<file path="src/design/zmpref_pkg.sv">
package zmpref_pkg;

  localparam int SAMPLE_W = 24;
  localparam int POS_W = 32;
  localparam int IDX_W = 6;
  localparam int CFG_W = 16;
  localparam int COUNT_W = 7;
  localparam int CFG_IDX_W = 2;
  localparam int ALPHA_W = 17;

  localparam int MAX_STEPS_DEF = 64;
  localparam int BLEND_ENTRIES_DEF = 256;

  localparam real PI = 3.14159265358979323846;

  // register indexes on the configuration port
  localparam logic [CFG_IDX_W-1:0] CFG_FIRST = 2'd0;
  localparam logic [CFG_IDX_W-1:0] CFG_STEP = 2'd1;
  localparam logic [CFG_IDX_W-1:0] CFG_DSP = 2'd2;
  localparam logic [CFG_IDX_W-1:0] CFG_COUNT = 2'd3;

  localparam logic [CFG_W-1:0] FIRST_RST = 16'd200;
  localparam logic [CFG_W-1:0] STEP_RST = 16'd160;
  localparam logic [CFG_W-1:0] DSP_RST = 16'd20;
  localparam logic [COUNT_W-1:0] COUNT_RST = 7'd1;

  localparam logic OP_WRITE = 1'b0;
  localparam logic OP_QUERY = 1'b1;

  typedef enum logic [1:0] {
    KIND_WRITE,
    KIND_FIRST,
    KIND_LATER
  } kind_t;

  typedef struct packed {
    kind_t kind;
    logic [IDX_W-1:0] idx;
    logic [POS_W-1:0] x;
    logic [POS_W-1:0] y;
    logic [SAMPLE_W-1:0] r;
  } entry_t;

  typedef struct packed {
    logic [CFG_W-1:0] first;
    logic [CFG_W-1:0] len;
    logic [CFG_W-1:0] dsp;
    logic [COUNT_W-1:0] count;
  } cfg_t;

endpackage

</file>
<file path="src/design/zmpref_front.sv">
module zmpref_front (
  input  logic                             clk,
  input  logic                             rst,
  input  zmpref_pkg::cfg_t                 cfg,
  input  logic                             in_valid,
  output logic                             in_ready,
  input  logic                             opcode,
  input  logic [zmpref_pkg::IDX_W-1:0]     step_index,
  input  logic signed [zmpref_pkg::POS_W-1:0] foot_x,
  input  logic signed [zmpref_pkg::POS_W-1:0] foot_y,
  input  logic [zmpref_pkg::SAMPLE_W-1:0]  sample_index,
  output logic                             q_valid,
  output zmpref_pkg::entry_t               q_entry,
  input  logic                             q_pop
);

  zmpref_pkg::entry_t slot [2];
  zmpref_pkg::entry_t cls;
  logic [1:0] fill;
  logic wp;
  logic rp;
  logic push;

  assign in_ready = fill != 2'd2;
  assign push = in_valid && in_ready;
  assign q_valid = fill != 2'd0;
  assign q_entry = slot[rp];

  // classify on entry: write, first step, or a later step with its offset
  always_comb begin
    cls.idx = step_index;
    cls.x = foot_x;
    cls.y = foot_y;
    cls.r = sample_index - zmpref_pkg::SAMPLE_W'(cfg.first);
    if (opcode == zmpref_pkg::OP_WRITE) begin
      cls.kind = zmpref_pkg::KIND_WRITE;
    end else if (sample_index < zmpref_pkg::SAMPLE_W'(cfg.first)) begin
      cls.kind = zmpref_pkg::KIND_FIRST;
    end else begin
      cls.kind = zmpref_pkg::KIND_LATER;
    end
  end

  always_ff @(posedge clk) begin
    if (rst) begin
      fill <= '0;
      wp <= 1'b0;
      rp <= 1'b0;
    end else begin
      if (push) begin
        slot[wp] <= cls;
        wp <= ~wp;
      end
      if (q_pop) begin
        rp <= ~rp;
      end
      fill <= fill + {1'b0, push} - {1'b0, q_pop};
    end
  end

endmodule

</file>
<file path="config.mk">
export PLATFORM = sky130hd
export DESIGN_NAME = zmpref_front
export DESIGN_NICKNAME = d
export VERILOG_FILES = /design/src/design/zmpref_pkg.sv /design/src/design/zmpref_front.sv
export SDC_FILE = /design/constraint.sdc
export NUM_CORES = 1
export LEC_CHECK = 0
export ABC_CLOCK_PERIOD_IN_PS = 27600
export BUFFER_PORTS_ARGS = -buffer_cell sky130_fd_sc_hd__buf_2
export CAP_MARGIN = 20
export CORE_MARGIN = 1.5
export CORE_UTILIZATION = 40
export CTS_BUF_LIST = sky130_fd_sc_hd__clkbuf_16
export DETAILED_ROUTE_END_ITERATION = 10
export GPL_TIMING_DRIVEN = 0
export SLEW_MARGIN = 20
export SYNTH_ARGS = -nofsm -noshare
export SYNTH_HDL_FRONTEND = slang
export SYNTH_SLANG_ARGS = --single-unit
export TNS_END_PERCENT = 100
</file>
<file path="constraint.sdc">
create_clock -name clk -period 27.6 [get_ports clk]
set_input_delay 5.52 -clock clk [delete_from_list [all_inputs] [get_ports clk]]
set_output_delay 5.52 -clock clk [all_outputs]
set_load 0.05 [all_outputs]
</file>
# Word-level counts from Yosys, hierarchy flattened
# Memories as Yosys holds them, arrays and structs flattened. A register that Yosys moved wholly into a read port is not among the register bits.
# Index checks and enable logic that the tools add are counted.
classes:
  addsub: 3
  order_cmp: 1
  eq_ne: 1
  muxes: 7
  bitwise: 2
  n_reduce_logical: 2
op_table:
  columns: ["op", "n"]
  rows:
  - ["less-than comparator 24 x 16 -> 1 bit", 1]
  - ["subtractor 24 x 16 -> 24 bit", 1]
  - ["two-way mux 1 bit", 5]
  - ["two-way mux 2 bit", 2]
  - ["adder 2 x 1 -> 2 bit", 1]
  - ["!= test 2 bit (second input constant)", 1]
  - ["inverter 1 bit", 2]
  - ["nonzero test 2 bit", 1]
  - ["subtractor 2 x 1 -> 2 bit", 1]
  - ["logical AND 1 bit", 1]
totals:
  register_bits: 4
  mem_bits_rw: 192
  word_cells: 20
  memories: 1
mem_list:
  columns: ["name", "words", "width", "read_ports", "rd_clocked_by_memory_dff", "wr", "line", "source"]
  rows:
  - ["slot", 2, 96, 1, 1, 1, "zmpref_front.sv:17", "zmpref_pkg::entry_t slot [2];"]

# Depth between registers and ports, before layout
# Gate-level depths: netlist of the first run.
depth:
  ltp_word: 5
  mapped_depth: 9
  depth_no_buf: 9

# Least setup slack after synthesis of the first run
# OpenSTA, ideal clock, no wires.
synth_path:
  path_kind: "input to register"
  start: "in in_valid"
  end: "mem slot[1][0] (netlist bit), enable pin"
  setup_ns: 0.690
  t_arrival_ns: 12.644
  required_ns: 26.910
  slack_ns: 14.266
  stages: 2
  path_buffers: 0
  path_cell_list: "nand2_1 nor3b_1"
synth_via:
  elab_chain_len: 4
synth_lines:
  columns: ["item", "line", "source"]
  rows:
  - ["start: declaration", "zmpref_front.sv:5", "input logic in_valid,"]
  - ["logical AND 1 bit", "zmpref_front.sv:25", "assign push = in_valid && in_ready;"]
  - ["two-way mux 1 bit", "zmpref_front.sv:50", "if (push) begin"]
  - ["two-way mux 1 bit", "zmpref_front.sv:45", "if (rst) begin"]
  - ["two-way mux 1 bit (not written as such)", "zmpref_front.sv:51", "slot[wp] <= cls;"]
  - ["end: declaration", "zmpref_front.sv:17", null]
# No other way between the ends.

==> results of run 1 <==
-- critical path: stages (launching register included) --
cell and delay [ns]:
dfxtp_1 0.31, clkbuf_1 0.31, clkbuf_1 0.55, buf_2 0.39
mux2_2 0.37, buf_2 0.22
-- layer usage --
metal	up-vias	wire length, um
li1	2428	-
met1	2431	6920
met2	194	8230
met3	24	1210
met4	2	301
met5	-	13
-- sequential cells by signal, indices dropped and copies added, names as in the netlist, named ones only --
register and flops:
fill 2, rp 1, slot 192, wp 1
-- how the worst max path moves through the flow --
stage                     startpoint     endpoint  slack (ns)
after CTS                  flip-flop  q_entry[92]       19.32
after floorplan             in_valid   slot[1][0]       14.27
after global placement      in_valid  slot[1][75]       10.47
after global routing       flip-flop  q_entry[91]       19.23
after detailed placement     cfg[39]  slot[0][20]       19.63
final                      flip-flop  q_entry[87]       19.50
-- power breakdown --
group | switching [mW] | internal, mW | total, mW | leakage [nW]
registers | 0.00601 | 0.361 | 0.367 | 1.80
logic | 0.132 | 0.0564 | 0.188 | 1.97
clock network | 0.112 | 0.119 | 0.232 | 0.278
total | 0.250 | 0.537 | 0.788 | 4.04
-- layout make-up --
class	instances	area [um2]
plain buffers	14	58.8
clock buffers	17	425
clock inverters	15	138
fillers	1737	9850
inverters	23	86.3
multi-input cells	269	2290
flip-flops and latches	197	5870
well taps	270	338
repair buffers	234	1250
-- kinds of logic after synthesis --
family / after synthesis / synth area share (%)
AO/OA/AOI/OAI: 55 / 4.69
buffers and inverters: 37 / 1.75
AND/OR/NAND/NOR: 77 / 4.48
flip-flops: 197 / 70.7
adder cells (fa/ha/maj): 19 / 2.96
multiplexers: 98 / 13.3
XOR/XNOR: 20 / 2.11
-- placed cells by master, fill, tap and decap left out, types with 4 or more instances in the layout --
cell type,n
clkbuf_1,4
inv_8,4
xnor2_1,10
o211ai_1,5
ha_1,18
edfxtp_1,192
mux2_2,92
inv_6,4
a211oi_1,4
buf_6,5
nor3_1,4
buf_2,216
buf_1,5
nand2_1,19
nand4_1,4
mux2_1,6
buf_4,18
a21o_1,5
inv_1,24
nor2_1,29
clkbuf_16,17
a21oi_1,17
nand2b_1,7
dfxtp_1,5
a31oi_1,4
xor2_1,10
-- stage by stage --
step | setup slack [ns] | utilization, % | hold slack (ns) | power [mW] | cell area (um2)
6_report | 19.50 | 51.5 | 0.523 | 0.788 | 10500
5_1_grt | 19.23 | 51.5 | 0.576 | 0.819 | 10500
4_1_cts | 19.32 | 51.5 | 0.533 | 0.797 | 10500
3_5_place_dp | 19.63 | 48.7 | 0.517 | 0.564 | 9890
3_3_place_gp | 10.47 | 47.7 | 0.500 | 0.563 | 9690
2_1_floorplan | 14.27 | - | 0.480 | 0.517 | 8300
-- synthesized netlist by cell type, types with 3 or more instances --
library cell  instances  area, um2
xnor2_1              10       87.6
inv_1                23       86.3
mux2_2               92       1040
dfxtp_1               5        100
a211oi_1              4       30.0
edfxtp_1            192       5770
mux2_1                6       67.6
buf_2                 5       25.0
o21ai_0               3       15.0
nor3_1                5       25.0
o211ai_1              5       37.5
nand2b_1              7       43.8
xor2_1               10       87.6
o21ai_1               3       15.0
a31oi_1               4       25.0
nand4_1               4       25.0
ha_1                 18        225
buf_1                 5       18.8
nand2_1              19       71.3
a21o_1                5       37.5
a21oi_1              17       85.1
clkbuf_1              4       15.0
nor2_1               29        109
==> impl_metrics.csv, run 1 <==
group,metric,value,unit
final_layout,diodes,0,
routing,firstDrtPassIters,4,
timing,min_period,8.10,ns
routing,vias,5079,
clock_tree,clock_latency,0.43,ns
timing,timing.slew.headroom,56.3,%
synth,synth_cells,503,
global_route,grt-busiest-layer,"met2",
synth,syn_nets,676,
clock_tree,postCtsHoldBufs,0,
clock_tree,ctsResizeCount,0,
setup_path,path_max_fanout,10,
timing,finalClockSkew,0.0113,ns
global_route,grt_util_met3,4.78,%
routing,routedWlPerCell,16.1,um
global_route,grt_max_degree,20,
synth,synth.yosys.seq_area_share,70.7,%
synth,synth_flop_cell,"edfxtp_1",
global_route,grt_usage,15.6,%
place,place_congestion,0.904,
power,power_leakage,4.04,nW
clock_tree,post_cts_buffers,0,
timing,drv_slew,0,
clock_tree,path_clk_slew,0.07,ns
routing,remaining_drc_errors,0,
setup_path,critPathRequiredTime,22.08,ns
global_route,antenna_found_initial,1,
setup_path,setup.worst_path.end_class,"primary output",
power,ir_drop,33.0,uV
min_path,hold_class,"reg -> reg",
die,row_count,52,
clock_tree,cts_tree,"yes",
clock_tree,clock-root-buffer,"clkbuf_16",
global_route,grt_pass1_vias,5216,
setup_path,r2r_end,"slot[1][23]",
timing,setup_tns,0,ns
synth,synth_seq_cells,197,
clock_tree,clk_path_buf_depth,2,
min_path,min_from,"rp",
synth,synth_edf_count,192,
final_layout,nNetsFinal,929,
routing,postRouteAntennaNets,0,
timing,grt_setup_unrepaired,"false",
place,post-dp-hpwl,12700,um
die,floorplan.initialDensity,40.9,%
routing,routed_wl,16700,um
die,dieArea,21600,um2
setup_path,startpoint_type,"flip-flop",
setup_path,rrSetupSlack,25.20,ns
timing,min_period_over_period,29.4,%
synth,syn_area,8300,um2
timing,fmax,123,MHz
clock_tree,cts_htree_levels,4,
setup_path,r2r_cells,7,
final_layout,area_growth,26.0,%
timing,hold_viol,0,
die,pin_count,252,
global_route,grt_pass1_wl,26000,um
run,drv_cap,0,
timing,setup_viol,0,
synth,yosys.cell_types.count,47,
timing,tightest_slew,0.652,ns
global_route,grtUsageMet2,26.7,%
global_route,met1_usage,18.6,%
min_path,whs_path_depth,2,
routing,vias_per_cell,4.89,
synth,async_flop_share,0,%
power,powerDensity,75.3,nW/um2
setup_path,critPathKind,"reg -> out",
place,portBuffers,211,
setup_path,critPathArrivalTime,2.58,ns
final_layout,drive_gt1_share,48.1,%
final_layout,fin_cells,1039,
synth,yosysWarningCount,0,
setup_path,r2r_start,"fill[0]",
clock_tree,clock_sinks,197,
synth,syn_area_per_cell,16.5,um2
outcome,status,"finished, final reports clean",
die,core,20300,um2
global_route,overflow,0,
routing,drt_iter0_drc,255,
die,fp.dieH,147,um
die,die_w,147,um
clock_tree,cts_made_buffers,17,
place,placed_cells,1007,
Power figures use the tool's default switching activity.
==> run 2: changes to the inputs <==
ABC_AREA = 1   (was default)
ABC_CLOCK_PERIOD_IN_PS = 8000   (was 27600)
clock period = 8 ns   (was 27.6 ns; I/O delays follow)
==> impl_metrics.csv, run 2 <==
group,metric,value,unit
routing,firstDrtPassIters,4,
setup_path,max_stage_delay,0.36,ns
routing,drt_iter0_drc,237,
run,drv_cap,0,
die,fp.dieH,150,um
place,place_congestion,0.845,
timing,fmax,285,MHz
timing,grt_setup_unrepaired,"false",
routing,routed_wl,17700,um
final_layout,fin_cells,1167,
final_layout,reg.largest.list,"slot x192, fill x2",
setup_path,crit_top_cell,"buf_2",
die,row_count,53,
synth,synthTopCellsByCount,"edfxtp_1, nand2_1, mux2_2, inv_1, nor2_1",
final_layout,largest-register,"slot",
min_path,hold_class,"reg -> reg",
final_layout,multi_input_area,2430,um2
timing,timing.slew.headroom,57.3,%
synth,synth_edf_count,192,
clock_tree,clk_path_buf_depth,2,
synth,syn_area_per_cell,13.6,um2
final_layout,nNetsFinal,1052,
synth,synth_flop_cell,"edfxtp_1",
clock_tree,cts_tree,"yes",
timing,min_period,3.50,ns
global_route,grt_pass1_wl,27200,um
final_layout,drive_gt1_share,43.8,%
synth,async_flop_share,0,%
setup_path,cp_slowest_cell,"mux2_2",
timing,setup_viol,0,
final_layout,nFillCells,1886,
routing,routedWlPerCell,15.1,um
setup_path,critPathKind,"reg -> out",
timing,drv_slew,0,
routing,postRouteAntennaNets,0,
setup_path,startpoint_type,"flip-flop",
routing,vias,5398,
outcome,status,"finished, final reports clean",
synth,synth.yosys.seq_area_share,67.8,%
synth,yosysWarningCount,0,
clock_tree,clock_sinks,197,
synth,synth.area.top_cells,"edfxtp_1, mux2_2, nand2_1",
power,ir_drop,104,uV
synth,synth_seq_cells,197,
clock_tree,path_clk_slew,0.07,ns
power,power,2.61,mW
final_layout,largest_register_ffs,192,
synth,synth_most_common_cell,"edfxtp_1",
routing,remaining_drc_errors,0,
clock_tree,clock_latency,0.42,ns
die,core,21200,um2
setup_path,path_max_fanout,10,
die,pin_count,252,
setup_path,critPathRequiredTime,6.40,ns
power,powerDensity,240,nW/um2
final_layout,regArea,5870,um2
global_route,overflow,0,
final_layout,layout_common_cells,"buf_2, edfxtp_1, nand2_1, mux2_2, inv_1",
power,power_leakage,4.50,nW
die,floorplan.initialDensity,40.9,%
place,portBuffers,212,
clock_tree,clock-root-buffer,"clkbuf_16",
timing,hold_viol,0,
final_layout,final_common_cell,"buf_2",
die,dieArea,22500,um2
synth,syn_area,8650,um2
synth,syn_nets,809,
timing,min_period_over_period,43.8,%
clock_tree,ctsResizeCount,0,
final_layout,area_growth,25.6,%
die,die_w,150,um
clock_tree,cts_htree_levels,4,
global_route,antenna_found_initial,2,
global_route,grt_max_degree,25,
synth,yosysTopAreaCell,"edfxtp_1",
clock_tree,cts_made_buffers,17,
setup_path,setup.worst_path.end_class,"primary output",
timing,finalClockSkew,0.00946,ns
timing,tightest_slew,0.639,ns
setup_path,crit_chain,"buf_2 -> buf_6 -> buf_4 -> mux2_2 -> buf_2",
synth,synth_top_area_share,66.6,%
synth,yosys.cell_types.count,28,
clock_tree,post_cts_buffers,0,
place,post-dp-hpwl,13500,um
final_layout,diodes,0,
place,placed_cells,1135,
global_route,grt_usage,15.9,%
synth,synth_cells,636,
timing,setup_tns,0,ns
clock_tree,postCtsHoldBufs,0,
global_route,grt_pass1_vias,5369,
final_layout,finish.utilization,51.4,%
routing,vias_per_cell,4.63,
setup_path,critPathArrivalTime,1.90,ns
## run 2: metal layers
metal / global-route usage (%) / wire length, um
met5: 0 / 27
met4: 4.26 / 184
met3: 4.30 / 1110
met2: 27.5 / 8710
met1: 19.4 / 7640
## run 2: cells by family (layout without fill, tap and decap cells)
group / after synthesis / after routing / synth area share (%)
AND/OR/NAND/NOR: 206 / 206 / 10.4
flip-flops: 197 / 197 / 67.8
multiplexers: 96 / 96 / 12.5
buffers and inverters: 92 / 348 / 4.34
adder cells (fa/ha/maj): 19 / 19 / 2.83
XOR/XNOR: 14 / 14 / 1.42
AO/OA/AOI/OAI: 12 / 12 / 0.781
## run 2: power breakdown
group          leakage (nW)  total (mW)  internal, mW  switching, mW
sequential             1.80        1.22          1.21         0.0122
combinational          2.41       0.552         0.167          0.385
clock                 0.292       0.840         0.446          0.394
total                  4.50        2.61          1.82          0.791
## run 2: through the flow
step	hold WS [ns]	worst slack (ns)	instance area, um2
2_1_floorplan	0.434	1.73	8660
3_3_place_gp	0.452	-0.965	10100
3_5_place_dp	0.460	4.62	10300
4_1_cts	0.469	4.41	10900
5_1_grt	0.510	4.34	10900
6_report	0.467	4.50	10900
## run 2: cell type report
| class | instances | share of cell area [%] |
|---|---|---|
| Clock buffer | 17 | 3.91 |
| Inverter | 81 | 2.80 |
| Clock inverter | 15 | 1.53 |
| Multi-Input combinational cell | 347 | 22.4 |
| Timing Repair Buffer | 224 | 11.6 |
| Tap cell | 275 | 3.16 |
| Buffer | 11 | 0.656 |
| Sequential cell | 197 | 53.9 |
## run 2: worst paths after layout
check,from,endpoint,slack [ns],cells past startpoint
hold / removal,wp,wp,0.47,2
setup / recovery,flip-flop,q_entry[57],4.50,5
setup reg to reg,fill[0],slot[0][49],5.94,7
hold reg to reg,wp,wp,0.47,2
## run 2: critical path: cells and delay by family, from the launching register on
| kind | cells | cell delay [ns] |
|---|---|---|
| buf+inv | 4 | 0.81 |
| flops | 1 | 0.32 |
| mux | 1 | 0.36 |
==> run 3: changes to the inputs <==
ABC_CLOCK_PERIOD_IN_PS = 3100   (was 8000)
PLACE_DENSITY = 0.67   (was default)
clock period = 3.1 ns   (was 8 ns; I/O delays follow)
==> impl_metrics.csv, run 3 (synthesis results as in run 2) <==
group,metric,value,unit
outcome,status,"finished, final reports clean",
timing,timing.slew.headroom,59.4,%
setup_path,r2r_start,"fill[0]",
setup_path,critPathRequiredTime,2.48,ns
min_path,hold_class,"in -> reg",
final_layout,drive_gt1_share,43.9,%
routing,firstDrtPassIters,6,
clock_tree,post_cts_buffers,0,
die,floorplan.initialDensity,40.9,%
final_layout,fin_cells,1165,
die,pin_count,252,
power,ir_drop,289,uV
timing,hold_viol,0,
place,post-dp-hpwl,13500,um
global_route,grt_pass1_wl,27100,um
clock_tree,postCtsHoldBufs,0,
timing,min_period,2.56,ns
clock_tree,cts_tree,"yes",
global_route,grt_pass1_vias,5447,
timing,grt_setup_unrepaired,"false",
clock_tree,clock_sinks,197,
global_route,grt-busiest-layer,"met2",
global_route,grt_util_met3,3.97,%
routing,postRouteAntennaNets,0,
routing,vias,5399,
clock_tree,cts_made_buffers,17,
min_path,min_from,"foot_y[11]",
routing,remaining_drc_errors,0,
final_layout,reg.largest.list,"slot x192, fill x2",
timing,min_period_over_period,82.7,%
global_route,grtUsageMet2,28.6,%
die,row_count,53,
timing,fmax,390,MHz
global_route,grt_usage,15.8,%
die,fp.dieH,150,um
die,core,21200,um2
routing,drt_iter0_drc,173,
final_layout,layout_common_cells,"buf_2, edfxtp_1, nand2_1, mux2_2, inv_1",
routing,routedWlPerCell,15.1,um
power,power_leakage,4.49,nW
timing,drv_slew,0,
clock_tree,clock-root-buffer,"clkbuf_16",
timing,tightest_slew,0.608,ns
final_layout,nNetsFinal,1051,
global_route,grt_max_degree,26,
timing,hold_ws,0.384,ns
place,placed_cells,1134,
place,place_area,10300,um2
final_layout,diodes,0,
power,powerDensity,615,nW/um2
die,dieArea,22500,um2
global_route,overflow,0,
routing,routed_wl,17600,um
clock_tree,cts_htree_levels,4,
final_layout,final_area,10900,um2
final_layout,area_growth,25.5,%
clock_tree,path_clk_slew,0.08,ns
clock_tree,ctsResizeCount,0,
setup_path,rrSetupSlack,1.13,ns
timing,setup_viol,0,
clock_tree,clock_latency,0.42,ns
final_layout,final_common_cell,"buf_2",
timing,setup_tns,0,ns
setup_path,startpoint_type,"flip-flop",
setup_path,critPathKind,"reg -> out",
setup_path,setup.worst_path.end_class,"primary output",
place,place_congestion,0.876,
timing,layout_setup_ws,0.537,ns
final_layout,finish.utilization,51.3,%
die,die_w,150,um
place,pre_cts_slack,0.687,ns
place,portBuffers,212,
clock_tree,clk_path_buf_depth,2,
global_route,antenna_found_initial,0,
run,drv_cap,0,
timing,finalClockSkew,0.0101,ns
setup_path,path_max_fanout,10,
global_route,met1_usage,18.9,%
routing,vias_per_cell,4.63,
final_layout,nFillCells,1829,
final_layout,largest_register_ffs,192,
final_layout,largest-register,"slot",
setup_path,critPathArrivalTime,1.94,ns
power,power,6.68,mW
==> run 3: cell types whose count changed in the layout (fill, tap and decap cells not counted), moves of 2 or more <==
cell and change:
buf_6 -2, inv_6 -2, inv_8 +2, nand2_1 -2
==> run 3: worst paths after layout <==
kind                      end  cells after the start
hold / removal    slot[0][35]                      1
hold reg to reg            wp                      2
setup / recovery  q_entry[93]                      5
setup reg to reg  slot[1][74]                      7
==> run 3: routing by layer <==
layer / part of all wire [%] / vias to the layer above / routed length [um]
met4: 0.55 / 0 / 97
met5: 0 / - / 0
met1: 42 / 2528 / 7300
met2: 51 / 154 / 9040
li1: - / 2712 / -
met3: 6.4 / 5 / 1120
==> run 3: area by class of cell <==
class / instances / area, um2 / area share (%)
Clock inverter: 14 / 138 / 1.27
Tap cell: 275 / 344 / 3.17
Inverter: 81 / 304 / 2.80
Clock buffer: 17 / 425 / 3.92
Buffer: 11 / 71.3 / 0.657
Multi-Input combinational cell: 347 / 2460 / 22.6
Timing Repair Buffer: 223 / 1260 / 11.6
Sequential cell: 197 / 5870 / 54.0
==> run 3: power breakdown <==
group | switching, mW | total [mW] | internal [mW]
registers | 0.0322 | 3.15 | 3.12
logic | 0.996 | 1.43 | 0.436
clock network | 1.03 | 2.09 | 1.07
total | 2.05 | 6.68 | 4.62
==> run 3: critical path: stages (launching register included) <==
cell	delay, ns
dfxtp_1	0.30
buf_2	0.20
buf_6	0.21
buf_4	0.23
mux2_2	0.36
buf_2	0.22
